===== src/rtl/bbl_pkg.sv =====
`default_nettype none
package bbl_pkg;

  localparam int unsigned DimW   = 16;
  localparam int unsigned IdW    = 31;
  localparam int unsigned BytesW = 40;
  localparam int unsigned PinsW  = 16;

  localparam logic [1:0] CmdGet     = 2'd0;
  localparam logic [1:0] CmdRelease = 2'd1;
  localparam logic [1:0] CmdDirty   = 2'd2;

  localparam logic [2:0] StHit    = 3'd0;
  localparam logic [2:0] StMiss   = 3'd1;
  localparam logic [2:0] StEvict  = 3'd2;
  localparam logic [2:0] StDone   = 3'd3;
  localparam logic [2:0] StReject = 3'd4;

  localparam logic [BytesW-1:0] BudgetReset = 40'd1073741824;

  typedef struct packed {
    logic [DimW-1:0]   dim;
    logic [IdW-1:0]    id;
    logic [BytesW-1:0] size;
    logic [PinsW-1:0]  pins;
    logic              dirty;
  } entry_t;

  typedef struct packed {
    logic       accept;
    logic       scan_start;
    logic       hit;
    logic       release_op;
    logic       mark;
    logic       evict;
    logic       insert;
    logic       ins_old;
    logic       emit;
    logic       emit_old;
    logic       emit_last;
    logic [2:0] emit_code;
  } dp_cmd_t;

  typedef struct packed {
    logic       scan_done;
    logic       match;
    logic       free;
    logic       old;
    logic       over;
    logic       out_free;
    logic [1:0] cmd;
    logic       upd;
  } dp_status_t;

endpackage
`default_nettype wire


===== src/rtl/byte_budget_lru_pinned_cache_policy_unit.sv =====
// Pinned LRU cache policy with a byte budget. Commands (get, release, mark
// dirty) enter one at a time; each produces zero or more eviction notices
// followed by one final word flagged last. Every lookup is a scan of the
// entry table through its single read port, one entry per cycle, and while
// the bytes in use exceed the budget the table is scanned again for an entry
// to evict. The result register lets the next command be taken while the
// last word of the previous one still waits.
`default_nettype none
module byte_budget_lru_pinned_cache_policy_unit #(
  parameter int unsigned ENTRIES = 16
) (
  input  wire         clk_i,
  input  wire         rst_ni,
  input  wire         in_valid_i,
  output logic        in_ready_o,
  input  wire [1:0]   command_i,
  input  wire [15:0]  dimension_i,
  input  wire [30:0]  index_id_i,
  input  wire [39:0]  entry_bytes_i,
  input  wire         is_updated_i,
  output logic        out_valid_o,
  input  wire         out_ready_i,
  output logic [2:0]  status_o,
  output logic [15:0] key_dimension_o,
  output logic [30:0] key_index_id_o,
  output logic        writeback_o,
  output logic [39:0] bytes_in_use_o,
  output logic        over_budget_o,
  output logic        last_o,
  input  wire         cfg_valid_i,
  output logic        cfg_ready_o,
  input  wire [39:0]  cfg_byte_budget_i
);
  import bbl_pkg::*;

  dp_cmd_t    cmd;
  dp_status_t st;

  assign cfg_ready_o = 1'b1;

  bbl_ctrl u_ctrl (
    .clk_i      (clk_i),
    .rst_ni     (rst_ni),
    .in_valid_i (in_valid_i),
    .in_ready_o (in_ready_o),
    .status_i   (st),
    .cmd_o      (cmd)
  );

  bbl_datapath #(.ENTRIES(ENTRIES)) u_dp (
    .clk_i             (clk_i),
    .rst_ni            (rst_ni),
    .cmd_i             (cmd),
    .status_o          (st),
    .command_i         (command_i),
    .dimension_i       (dimension_i),
    .index_id_i        (index_id_i),
    .entry_bytes_i     (entry_bytes_i),
    .is_updated_i      (is_updated_i),
    .cfg_valid_i       (cfg_valid_i),
    .cfg_byte_budget_i (cfg_byte_budget_i),
    .out_ready_i       (out_ready_i),
    .out_valid_o       (out_valid_o),
    .res_status_o      (status_o),
    .key_dimension_o   (key_dimension_o),
    .key_index_id_o    (key_index_id_o),
    .writeback_o       (writeback_o),
    .bytes_in_use_o    (bytes_in_use_o),
    .over_budget_o     (over_budget_o),
    .last_o            (last_o)
  );

  a_evict_not_last: assert property (@(posedge clk_i) disable iff (!rst_ni)
    (out_valid_o && status_o == StEvict) |-> !last_o)
    else $error("eviction notice flagged last");

  a_wb_only_evict: assert property (@(posedge clk_i) disable iff (!rst_ni)
    (out_valid_o && writeback_o) |-> (status_o == StEvict))
    else $error("writeback on a non-eviction word");

  a_busy_after_accept: assert property (@(posedge clk_i) disable iff (!rst_ni)
    (in_valid_i && in_ready_o) |=> !in_ready_o)
    else $error("new command taken while one is in progress");

endmodule
`default_nettype wire


===== src/rtl/bbl_datapath.sv =====
`default_nettype none
module bbl_datapath #(
  parameter int unsigned ENTRIES = 16
) (
  input  wire                   clk_i,
  input  wire                   rst_ni,
  input  wire bbl_pkg::dp_cmd_t cmd_i,
  output bbl_pkg::dp_status_t   status_o,
  input  wire [1:0]             command_i,
  input  wire [15:0]            dimension_i,
  input  wire [30:0]            index_id_i,
  input  wire [39:0]            entry_bytes_i,
  input  wire                   is_updated_i,
  input  wire                   cfg_valid_i,
  input  wire [39:0]            cfg_byte_budget_i,
  input  wire                   out_ready_i,
  output logic                  out_valid_o,
  output logic [2:0]            res_status_o,
  output logic [15:0]           key_dimension_o,
  output logic [30:0]           key_index_id_o,
  output logic                  writeback_o,
  output logic [39:0]           bytes_in_use_o,
  output logic                  over_budget_o,
  output logic                  last_o
);
  import bbl_pkg::*;

  localparam int unsigned IW = (ENTRIES > 1) ? $clog2(ENTRIES) : 1;
  localparam int unsigned TW = BytesW + IW;
  localparam logic [IW-1:0] LastIdx = IW'(ENTRIES - 1);

  // request word
  logic [1:0]        cmd_q;
  logic [DimW-1:0]   dim_q;
  logic [IdW-1:0]    id_q;
  logic [BytesW-1:0] bytes_q;
  logic              upd_q;
  logic [BytesW-1:0] budget_q;
  logic [TW-1:0]     total_q, total_d;

  logic               valid_q [ENTRIES];
  logic [IW-1:0]      age_q   [ENTRIES];
  logic [$bits(entry_t)-1:0] mem [ENTRIES];

  // scan
  logic          busy_q, rd_v_q;
  logic [IW-1:0] ptr_q, rd_idx_q;
  entry_t        rdata_q;
  logic          match_q, free_q, old_q;
  logic [IW-1:0] match_idx_q, free_idx_q, old_idx_q, old_age_q;
  entry_t        match_w_q, old_w_q;

  logic          over;
  logic          out_free;
  logic          we;
  logic [IW-1:0] waddr, ins_idx;
  entry_t        wdata;

  always_ff @(posedge clk_i) begin
    if (cmd_i.accept) begin
      cmd_q   <= command_i;
      dim_q   <= dimension_i;
      id_q    <= index_id_i;
      bytes_q <= entry_bytes_i;
      upd_q   <= is_updated_i;
    end
  end

  always_ff @(posedge clk_i or negedge rst_ni) begin
    if (!rst_ni) begin
      budget_q <= BudgetReset;
    end else if (cfg_valid_i) begin
      budget_q <= cfg_byte_budget_i;
    end
  end

  assign ins_idx = cmd_i.ins_old ? old_idx_q : free_idx_q;

  always_comb begin
    total_d = total_q;
    if (cmd_i.insert) begin
      total_d = total_q + TW'(bytes_q);
    end else if (cmd_i.evict) begin
      total_d = total_q - TW'(old_w_q.size);
    end else if (cmd_i.release_op && upd_q) begin
      total_d = total_q - TW'(match_w_q.size) + TW'(bytes_q);
    end
  end

  always_ff @(posedge clk_i or negedge rst_ni) begin
    if (!rst_ni) begin
      total_q <= '0;
    end else begin
      total_q <= total_d;
    end
  end

  assign over = total_q > TW'(budget_q);

  // valid bits and LRU ranks, one lane per entry
  always_ff @(posedge clk_i or negedge rst_ni) begin
    if (!rst_ni) begin
      for (int i = 0; i < ENTRIES; i++) valid_q[i] <= 1'b0;
    end else if (cmd_i.evict) begin
      valid_q[old_idx_q] <= 1'b0;
    end else if (cmd_i.insert) begin
      valid_q[ins_idx] <= 1'b1;
    end
  end

  always_ff @(posedge clk_i) begin
    for (int i = 0; i < ENTRIES; i++) begin
      if (cmd_i.hit) begin
        if (IW'(i) == match_idx_q) age_q[i] <= '0;
        else if (valid_q[i] && age_q[i] < age_q[match_idx_q]) age_q[i] <= age_q[i] + 1'b1;
      end else if (cmd_i.evict) begin
        if (valid_q[i] && age_q[i] > old_age_q) age_q[i] <= age_q[i] - 1'b1;
      end else if (cmd_i.insert) begin
        if (IW'(i) == ins_idx) age_q[i] <= '0;
        else if (valid_q[i]) age_q[i] <= age_q[i] + 1'b1;
      end
    end
  end

  always_comb begin
    we    = 1'b0;
    waddr = match_idx_q;
    wdata = match_w_q;
    if (cmd_i.hit) begin
      we = 1'b1;
      if (match_w_q.pins != '1) wdata.pins = match_w_q.pins + 1'b1;
    end else if (cmd_i.release_op) begin
      we = 1'b1;
      if (match_w_q.pins != '0) wdata.pins = match_w_q.pins - 1'b1;
      if (upd_q) begin
        wdata.size  = bytes_q;
        wdata.dirty = 1'b1;
      end
    end else if (cmd_i.mark) begin
      we          = 1'b1;
      wdata.dirty = 1'b1;
    end else if (cmd_i.insert) begin
      we          = 1'b1;
      waddr       = ins_idx;
      wdata.dim   = dim_q;
      wdata.id    = id_q;
      wdata.size  = bytes_q;
      wdata.pins  = PinsW'(1);
      wdata.dirty = 1'b0;
    end
  end

  always_ff @(posedge clk_i) begin
    if (we) mem[waddr] <= wdata;
    rdata_q <= entry_t'(mem[ptr_q]);
  end

  always_ff @(posedge clk_i or negedge rst_ni) begin
    if (!rst_ni) begin
      busy_q   <= 1'b0;
      rd_v_q   <= 1'b0;
      ptr_q    <= '0;
      rd_idx_q <= '0;
    end else begin
      rd_v_q   <= busy_q;
      rd_idx_q <= ptr_q;
      if (cmd_i.scan_start) begin
        busy_q <= 1'b1;
        ptr_q  <= '0;
      end else if (busy_q) begin
        if (ptr_q == LastIdx) begin
          busy_q <= 1'b0;
          ptr_q  <= '0;
        end else begin
          ptr_q <= ptr_q + 1'b1;
        end
      end
    end
  end

  // one entry compared per cycle
  always_ff @(posedge clk_i or negedge rst_ni) begin
    if (!rst_ni) begin
      match_q <= 1'b0;
      free_q  <= 1'b0;
      old_q   <= 1'b0;
    end else if (cmd_i.scan_start) begin
      match_q <= 1'b0;
      free_q  <= 1'b0;
      old_q   <= 1'b0;
    end else if (rd_v_q) begin
      if (!valid_q[rd_idx_q] && !free_q) free_q <= 1'b1;
      if (valid_q[rd_idx_q] && rdata_q.dim == dim_q && rdata_q.id == id_q) match_q <= 1'b1;
      if (valid_q[rd_idx_q] && rdata_q.pins == '0 &&
          (!old_q || age_q[rd_idx_q] > old_age_q)) old_q <= 1'b1;
    end
  end

  always_ff @(posedge clk_i) begin
    if (rd_v_q && !cmd_i.scan_start) begin
      if (!valid_q[rd_idx_q] && !free_q) free_idx_q <= rd_idx_q;
      if (valid_q[rd_idx_q] && rdata_q.dim == dim_q && rdata_q.id == id_q) begin
        match_idx_q <= rd_idx_q;
        match_w_q   <= rdata_q;
      end
      if (valid_q[rd_idx_q] && rdata_q.pins == '0 &&
          (!old_q || age_q[rd_idx_q] > old_age_q)) begin
        old_idx_q <= rd_idx_q;
        old_age_q <= age_q[rd_idx_q];
        old_w_q   <= rdata_q;
      end
    end
  end

  // result register
  assign out_free = !out_valid_o || out_ready_i;

  always_ff @(posedge clk_i or negedge rst_ni) begin
    if (!rst_ni) begin
      out_valid_o <= 1'b0;
    end else if (cmd_i.emit) begin
      out_valid_o <= 1'b1;
    end else if (out_ready_i) begin
      out_valid_o <= 1'b0;
    end
  end

  always_ff @(posedge clk_i) begin
    if (cmd_i.emit) begin
      res_status_o    <= cmd_i.emit_code;
      key_dimension_o <= cmd_i.emit_old ? old_w_q.dim : dim_q;
      key_index_id_o  <= cmd_i.emit_old ? old_w_q.id : id_q;
      writeback_o     <= cmd_i.emit_old & old_w_q.dirty;
      bytes_in_use_o  <= (|total_q[TW-1:BytesW]) ? '1 : total_q[BytesW-1:0];
      over_budget_o   <= over;
      last_o          <= cmd_i.emit_last;
    end
  end

  assign status_o.scan_done = rd_v_q && (rd_idx_q == LastIdx);
  assign status_o.match     = match_q;
  assign status_o.free      = free_q;
  assign status_o.old       = old_q;
  assign status_o.over      = over;
  assign status_o.out_free  = out_free;
  assign status_o.cmd       = cmd_q;
  assign status_o.upd       = upd_q;

endmodule
`default_nettype wire


===== src/rtl/bbl_ctrl.sv =====
`default_nettype none
module bbl_ctrl (
  input  wire                      clk_i,
  input  wire                      rst_ni,
  input  wire                      in_valid_i,
  output logic                     in_ready_o,
  input  wire bbl_pkg::dp_status_t status_i,
  output bbl_pkg::dp_cmd_t         cmd_o
);
  import bbl_pkg::*;

  localparam logic [3:0] SIdle   = 4'd0;
  localparam logic [3:0] SScan   = 4'd1;
  localparam logic [3:0] SDecide = 4'd2;
  localparam logic [3:0] SEvEmit = 4'd3;
  localparam logic [3:0] SInsert = 4'd4;
  localparam logic [3:0] SCheck  = 4'd5;
  localparam logic [3:0] SRescan = 4'd6;
  localparam logic [3:0] SFinal  = 4'd7;
  localparam logic [3:0] SPick   = 4'd8;

  logic [3:0] state_q, state_d;
  logic [2:0] fin_q, fin_d;
  logic       full_q, full_d;

  always_comb begin
    state_d    = state_q;
    fin_d      = fin_q;
    full_d     = full_q;
    cmd_o      = '0;
    in_ready_o = 1'b0;
    case (state_q)
      SIdle: begin
        in_ready_o = 1'b1;
        if (in_valid_i) begin
          cmd_o.accept     = 1'b1;
          cmd_o.scan_start = 1'b1;
          state_d          = SScan;
        end
      end
      SScan: begin
        if (status_i.scan_done) state_d = SDecide;
      end
      SDecide: begin
        fin_d   = StDone;
        state_d = SFinal;
        if (status_i.cmd == CmdGet) begin
          if (status_i.match) begin
            cmd_o.hit = 1'b1;
            fin_d     = StHit;
          end else if (status_i.free) begin
            cmd_o.insert = 1'b1;
            fin_d        = StMiss;
            state_d      = SCheck;
          end else if (status_i.old) begin
            // table full: make room first
            cmd_o.evict = 1'b1;
            fin_d       = StMiss;
            full_d      = 1'b1;
            state_d     = SEvEmit;
          end else begin
            fin_d = StReject;
          end
        end else if (status_i.cmd == CmdRelease && status_i.match) begin
          cmd_o.release_op = 1'b1;
          if (status_i.upd) state_d = SCheck;
        end else if (status_i.cmd == CmdDirty && status_i.match) begin
          cmd_o.mark = 1'b1;
        end
      end
      SEvEmit: begin
        if (status_i.out_free) begin
          cmd_o.emit      = 1'b1;
          cmd_o.emit_old  = 1'b1;
          cmd_o.emit_code = StEvict;
          state_d         = full_q ? SInsert : SCheck;
        end
      end
      SInsert: begin
        cmd_o.insert  = 1'b1;
        cmd_o.ins_old = 1'b1;
        full_d        = 1'b0;
        state_d       = SCheck;
      end
      SCheck: begin
        if (status_i.over) begin
          cmd_o.scan_start = 1'b1;
          state_d          = SRescan;
        end else begin
          state_d = SFinal;
        end
      end
      SRescan: begin
        // last entry's compare lands at this edge
        if (status_i.scan_done) state_d = SPick;
      end
      SPick: begin
        if (status_i.old) begin
          cmd_o.evict = 1'b1;
          state_d     = SEvEmit;
        end else begin
          state_d = SFinal;
        end
      end
      SFinal: begin
        if (status_i.out_free) begin
          cmd_o.emit      = 1'b1;
          cmd_o.emit_last = 1'b1;
          cmd_o.emit_code = fin_q;
          state_d         = SIdle;
        end
      end
      default: state_d = SIdle;
    endcase
  end

  always_ff @(posedge clk_i or negedge rst_ni) begin
    if (!rst_ni) begin
      state_q <= SIdle;
      fin_q   <= StDone;
      full_q  <= 1'b0;
    end else begin
      state_q <= state_d;
      fin_q   <= fin_d;
      full_q  <= full_d;
    end
  end

endmodule
`default_nettype wire

===== config.mk =====
export PLATFORM = sky130hd
export DESIGN_NAME = byte_budget_lru_pinned_cache_policy_unit
export DESIGN_NICKNAME = d
export VERILOG_FILES = /design/src/rtl/bbl_pkg.sv /design/src/rtl/byte_budget_lru_pinned_cache_policy_unit.sv /design/src/rtl/bbl_datapath.sv /design/src/rtl/bbl_ctrl.sv
export SDC_FILE = /design/constraint.sdc
export NUM_CORES = 2
export LEC_CHECK = 0
export ABC_CLOCK_PERIOD_IN_PS = 16800
export BUFFER_PORTS_ARGS = -buffer_cell sky130_fd_sc_hd__buf_2
export CAP_MARGIN = 15
export CORE_UTILIZATION = 58
export DETAILED_ROUTE_END_ITERATION = 10
export GPL_ROUTABILITY_DRIVEN = 0
export PLACE_DENSITY = 0.75
export SLEW_MARGIN = 30
export SYNTH_ARGS = -nofsm -noshare
export SYNTH_HDL_FRONTEND = slang
export SYNTH_HIERARCHICAL = 1
export SYNTH_SLANG_ARGS = --single-unit

===== constraint.sdc =====
create_clock -name clk_i -period 16.8 [get_ports clk_i]
set_input_delay 3.36 -clock clk_i [delete_from_list [all_inputs] [get_ports clk_i]]
set_output_delay 3.36 -clock clk_i [all_outputs]
set_load 0.05 [all_outputs]

==> run_results.csv <==
group,metric,value,unit
global_routing,overflow,0,
outcome,status,"complete, no violations",
logic_synthesis,synthFlopType,"edfxtp_1",
critical_path,regToRegSetupSlack,10.00,ns
global_routing,grtUsageTotal,29.71,%
power,p_int,12.61,mW
logic_synthesis,synthArstFlopShare,5.194,%
global_routing,grt.busiest_layer,"met2",
power,clkPwrFrac,26.1,%
logic_synthesis,synth_cell_types,97,
power,seqPwrFrac,39.5,%
clock_network,clock_sinks,2349,
layout,seq_area,0.06886,mm^2
critical_path,r2r_cells,16,
global_routing,gr-usage-met3,5.188,%
global_routing,use_met1,41.19,%
power,total_leakage_power,41.14,nW
clock_network,cts_buffer_depth,3,
logic_synthesis,synth_area,0.1048,mm^2
logic_synthesis,seq_area_frac_synth,65.69,%
critical_path,crit_start,"u_dp/total_q[42]$_DFFE_PN0P_",
die,num_io_pins,231,
clock_network,post_cts_buffers,0,
route,drt_iter0_markers,8439,
critical_path,end_kind,"flop",
critical_path,start_kind,"flop",
placed_design,numPortBuffers,229,
power,switching_power,6.895,mW
critical_path,cpMaxStageDelayCell,"buf_4",
logic_synthesis,ys_ff_latch,2349,
critical_path,worstSetupPathType,"flop to flop",
timing,min_period,6.797,ns
critical_path,crit_path_max_incr_delay,0.75,ns
timing,setup_viol,0,
timing,hold-worst-slack,0.4162,ns
timing,rsz0062_at_grt,"no",
layout,nNetsFinal,7771,
power,ir_drop,0.1300,mV
power,power_frac_comb,34.4,%
clock_network,htree_levels,4,
die,start_util,58.55,%
clock_network,cts_repair_resize_count,0,
critical_path,worst_ep_arrival_time,7.55,ns
timing,fin_skew,0.08407,ns
global_routing,grt_pass1_wl,400.9,mm
logic_synthesis,yosysWarnings,6,
global_routing,grt_pass1_vias,63000,
layout,fill_cells,12170,
die,coreArea,0.1790,mm^2
critical_path,reg2reg_from,"u_dp/total_q[42]$_DFFE_PN0P_",
route,ant_nets,0,
route,wl_per_cell,27.67,um
critical_path,worst-path-buf-inv,5,
timing,tns,0,ns
placed_design,hpwl,166.8,mm
clock_network,numCtsBuffers,222,
route,drc,0,
logic_synthesis,synth_nets,7560,
logic_synthesis,avgSynthCellArea,14.84,um^2
die,die_w,427.1,um
global_routing,grt_start_max_net_pins,118,
power,power.density,167.7,mW/mm^2
layout,multi_input_area,0.03353,mm^2
route,drt-pass1-iter-count,8,
clock_network,clk_latency,0.89,ns
worst_hold_path,hold_class,"flop to flop",
critical_path,critical_path_depth,16,
timing,relSlewSlack,30.83,%
global_routing,antenna_found_initial,1,
critical_path,cp_cell_sequence,"inv_1 -> ha_2 -> buf_4 -> nand3_1 -> nor4_2 -> nand4_1 -> nor3_1 -> a31oi_1 -> nand3_1 -> a211oi_2 -> inv_1 -> nand3_1 -> nor4_4 -> buf_4 -> buf_4 -> mux2_2",
power,netSwitchingFraction,35.34,%
logic_synthesis,synth_edf_count,2119,
power,total_power,19.51,mW
die,rows,155,
die,fp.dieH,427.1,um
timing,slew_violations,0,
clock_network,clockRootBuffer,"clkbuf_16",
job,maxCapViolCount,0,
route,vias,64190,
clock_network,holdBufCountCts,0,
logic_synthesis,syn_inst,7062,
global_routing,grt_util_met2,47.19,%
timing,finalHoldViolations,0,
critical_path,critPathMaxFanout,58,
critical_path,cp_data_required_time,17.55,ns
route,wirelength,271.9,mm
layout,drive_above_1_share,16.98,%
critical_path,critPathTopFamily,"simple AND/OR/NAND/NOR gates",
timing,worst_pin_slew,1.035,ns
timing,fin_crit_sh,40.46,%
route,vias_per_cell,6.533,
die,die_area,0.1824,mm^2
timing,max_freq,0.1471,GHz
clock_network,cts_tree,"done",
clock_network,clkTransAtPathRegs,0.06,ns
layout,area_growth_syn_to_layout,10.98,%
==> cell usage after synthesis, drive strengths merged, types with 50 or more instances <==
master  instances  area, um^2
a211oi         51       387.9
a21o           82       615.6
a21oi         397        1987
a221oi        153        1340
a22oi         110       825.8
buf            85       396.6
clkbuf        260       975.9
dfrtp         119        2978
dfxtp         108        2162
edfxtp       2119       63630
ha            321        4016
inv           362        1359
mux2          248        2793
mux2i         335        3353
mux4          253        5698
nand2         382        1436
nand2b         50       320.3
nand3         122       615.6
nand4          60       375.4
nor2          222       833.3
nor3           59       300.3
o21ai         469        2351
xnor2          79       691.9
xor2          102       893.4
==> cell type report <==
class                           count  share of cell area (%)
Sequential cell                  2349                   59.20
Clock buffer                      303                   5.262
Inverter                          362                   1.172
Antenna cell                        3                0.006454
Tap cell                         2355                   2.533
Clock inverter                    116                   1.185
Timing Repair Buffer              332                   1.808
Multi-Input combinational cell   4006                   28.83
==> registers in the layout (all words and copies together), names as in the netlist, 3 cells and up, named ones only <==
register              cells
u_dp/mem               1664
u_dp/match_w_q          104
u_dp/rdata_q            104
u_dp/old_w_q             88
u_dp/age_q               64
u_dp/total_q             44
u_dp/budget_q            40
u_dp/bytes_in_use_o      40
u_dp/bytes_q             40
u_dp/id_q                31
u_dp/key_index_id_o      31
u_dp/dim_q               16
u_dp/key_dimension_o     16
u_dp/valid_q             16
u_ctrl/state_q            4
u_dp/free_idx_q           4
u_dp/match_idx_q          4
u_dp/old_age_q            4
u_dp/old_idx_q            4
u_dp/ptr_q                4
u_dp/rd_idx_q             4
u_ctrl/fin_q              3
u_dp/res_status_o         3
==> through the flow <==
stage	instance area (um^2)	worst slack, ns	util, %	std cells
2_1_floorplan	104800	5.237	-	7062
3_3_place_gp	108600	9.907	60.66	9399
3_5_place_dp	108700	10.03	60.74	9402
4_1_cts	116200	10.01	64.93	9821
5_1_grt	116300	9.863	64.98	9823
6_report	116300	10.00	64.98	9826
==> cells in the final DEF, fill, tap and decap left out, types with 48 or more instances in the layout <==
cell | synthesis | routed
a211oi_1 | 50 | 48
a21o_1 | 82 | 82
a21oi_1 | 397 | 385
a221oi_1 | 153 | 153
a22oi_1 | 110 | 110
buf_2 | 8 | 228
buf_4 | 12 | 83
clkbuf_1 | 260 | 56
clkbuf_16 | 0 | 223
dfrtp_1 | 119 | 115
dfxtp_1 | 108 | 108
edfxtp_1 | 2119 | 2119
ha_1 | 321 | 319
inv_1 | 362 | 360
mux2_2 | 248 | 248
mux2i_1 | 335 | 335
mux4_2 | 253 | 253
nand2_1 | 381 | 380
nand2b_1 | 49 | 49
nand3_1 | 121 | 121
nand4_1 | 60 | 60
nor2_1 | 222 | 204
nor3_1 | 58 | 55
o21ai_0 | 466 | 466
xnor2_1 | 79 | 79
xor2_1 | 102 | 102
==> how the worst min path moves through the flow <==
stage | startpoint | endpoint | slack (ns) | depth (start not counted)
2_1_floorplan | u_dp/ptr_q[1]$_DFFE_PN0P_ | u_dp/rd_idx_q[1]$_DFF_PN0_ | 0.38 | 0
3_3_place_gp | u_dp/rdata_q[49]$_DFF_P_ | u_dp/match_w_q[49]$_DFFE_PP_ | 0.41 | 0
3_5_place_dp | u_dp/rdata_q[49]$_DFF_P_ | u_dp/match_w_q[49]$_DFFE_PP_ | 0.41 | 0
4_1_cts | u_dp/rdata_q[37]$_DFF_P_ | u_dp/old_w_q[37]$_DFFE_PP_ | 0.41 | 0
5_1_grt | u_dp/rdata_q[37]$_DFF_P_ | u_dp/old_w_q[37]$_DFFE_PP_ | 0.43 | 0
6_report | u_dp/rdata_q[3]$_DFF_P_ | u_dp/match_w_q[3]$_DFFE_PP_ | 0.42 | 0
==> worst register-to-register path, cell delays in order, from the launching register on <==
cell,delay [ns]
dfrtp_1,0.46
inv_1,0.16
ha_2,0.18
buf_4,0.48
nand3_1,0.21
nor4_2,0.69
nand4_1,0.22
nor3_1,0.62
a31oi_1,0.29
nand3_1,0.24
a211oi_2,0.18
inv_1,0.19
nand3_1,0.43
nor4_4,0.43
buf_4,0.69
buf_4,0.75
mux2_2,0.45
==> cells by family after synthesis <==
logic type      after synthesis  synth area share [%]
mux                         836                 11.30
other cells                   1              0.003578
xor+xnor                    181                 1.513
compound gates             1539                 9.295
flops                      2349                 65.69
fa+ha+maj                   363                 4.634
simple gates               1086                 4.958
buf+inv                     707                 2.606
==> metal layers <==
metal | wire [um] | part of all wire, %
met5 | 13 | 0.0048
met4 | 10910 | 4.0
met3 | 26010 | 9.6
met2 | 127900 | 47
met1 | 107000 | 39
==> power groups by stage <==
stage	combinational (mW)	clock, mW	sequential (mW)
4_1_cts	6.60	5.14	7.69
2_1_floorplan	4.75	0	7.65
5_1_grt	7.24	5.36	7.74
6_report	6.71	5.08	7.71
3_3_place_gp	6.39	0	7.79
3_5_place_dp	6.54	0	7.81
(Power assumes the default switching activity.)
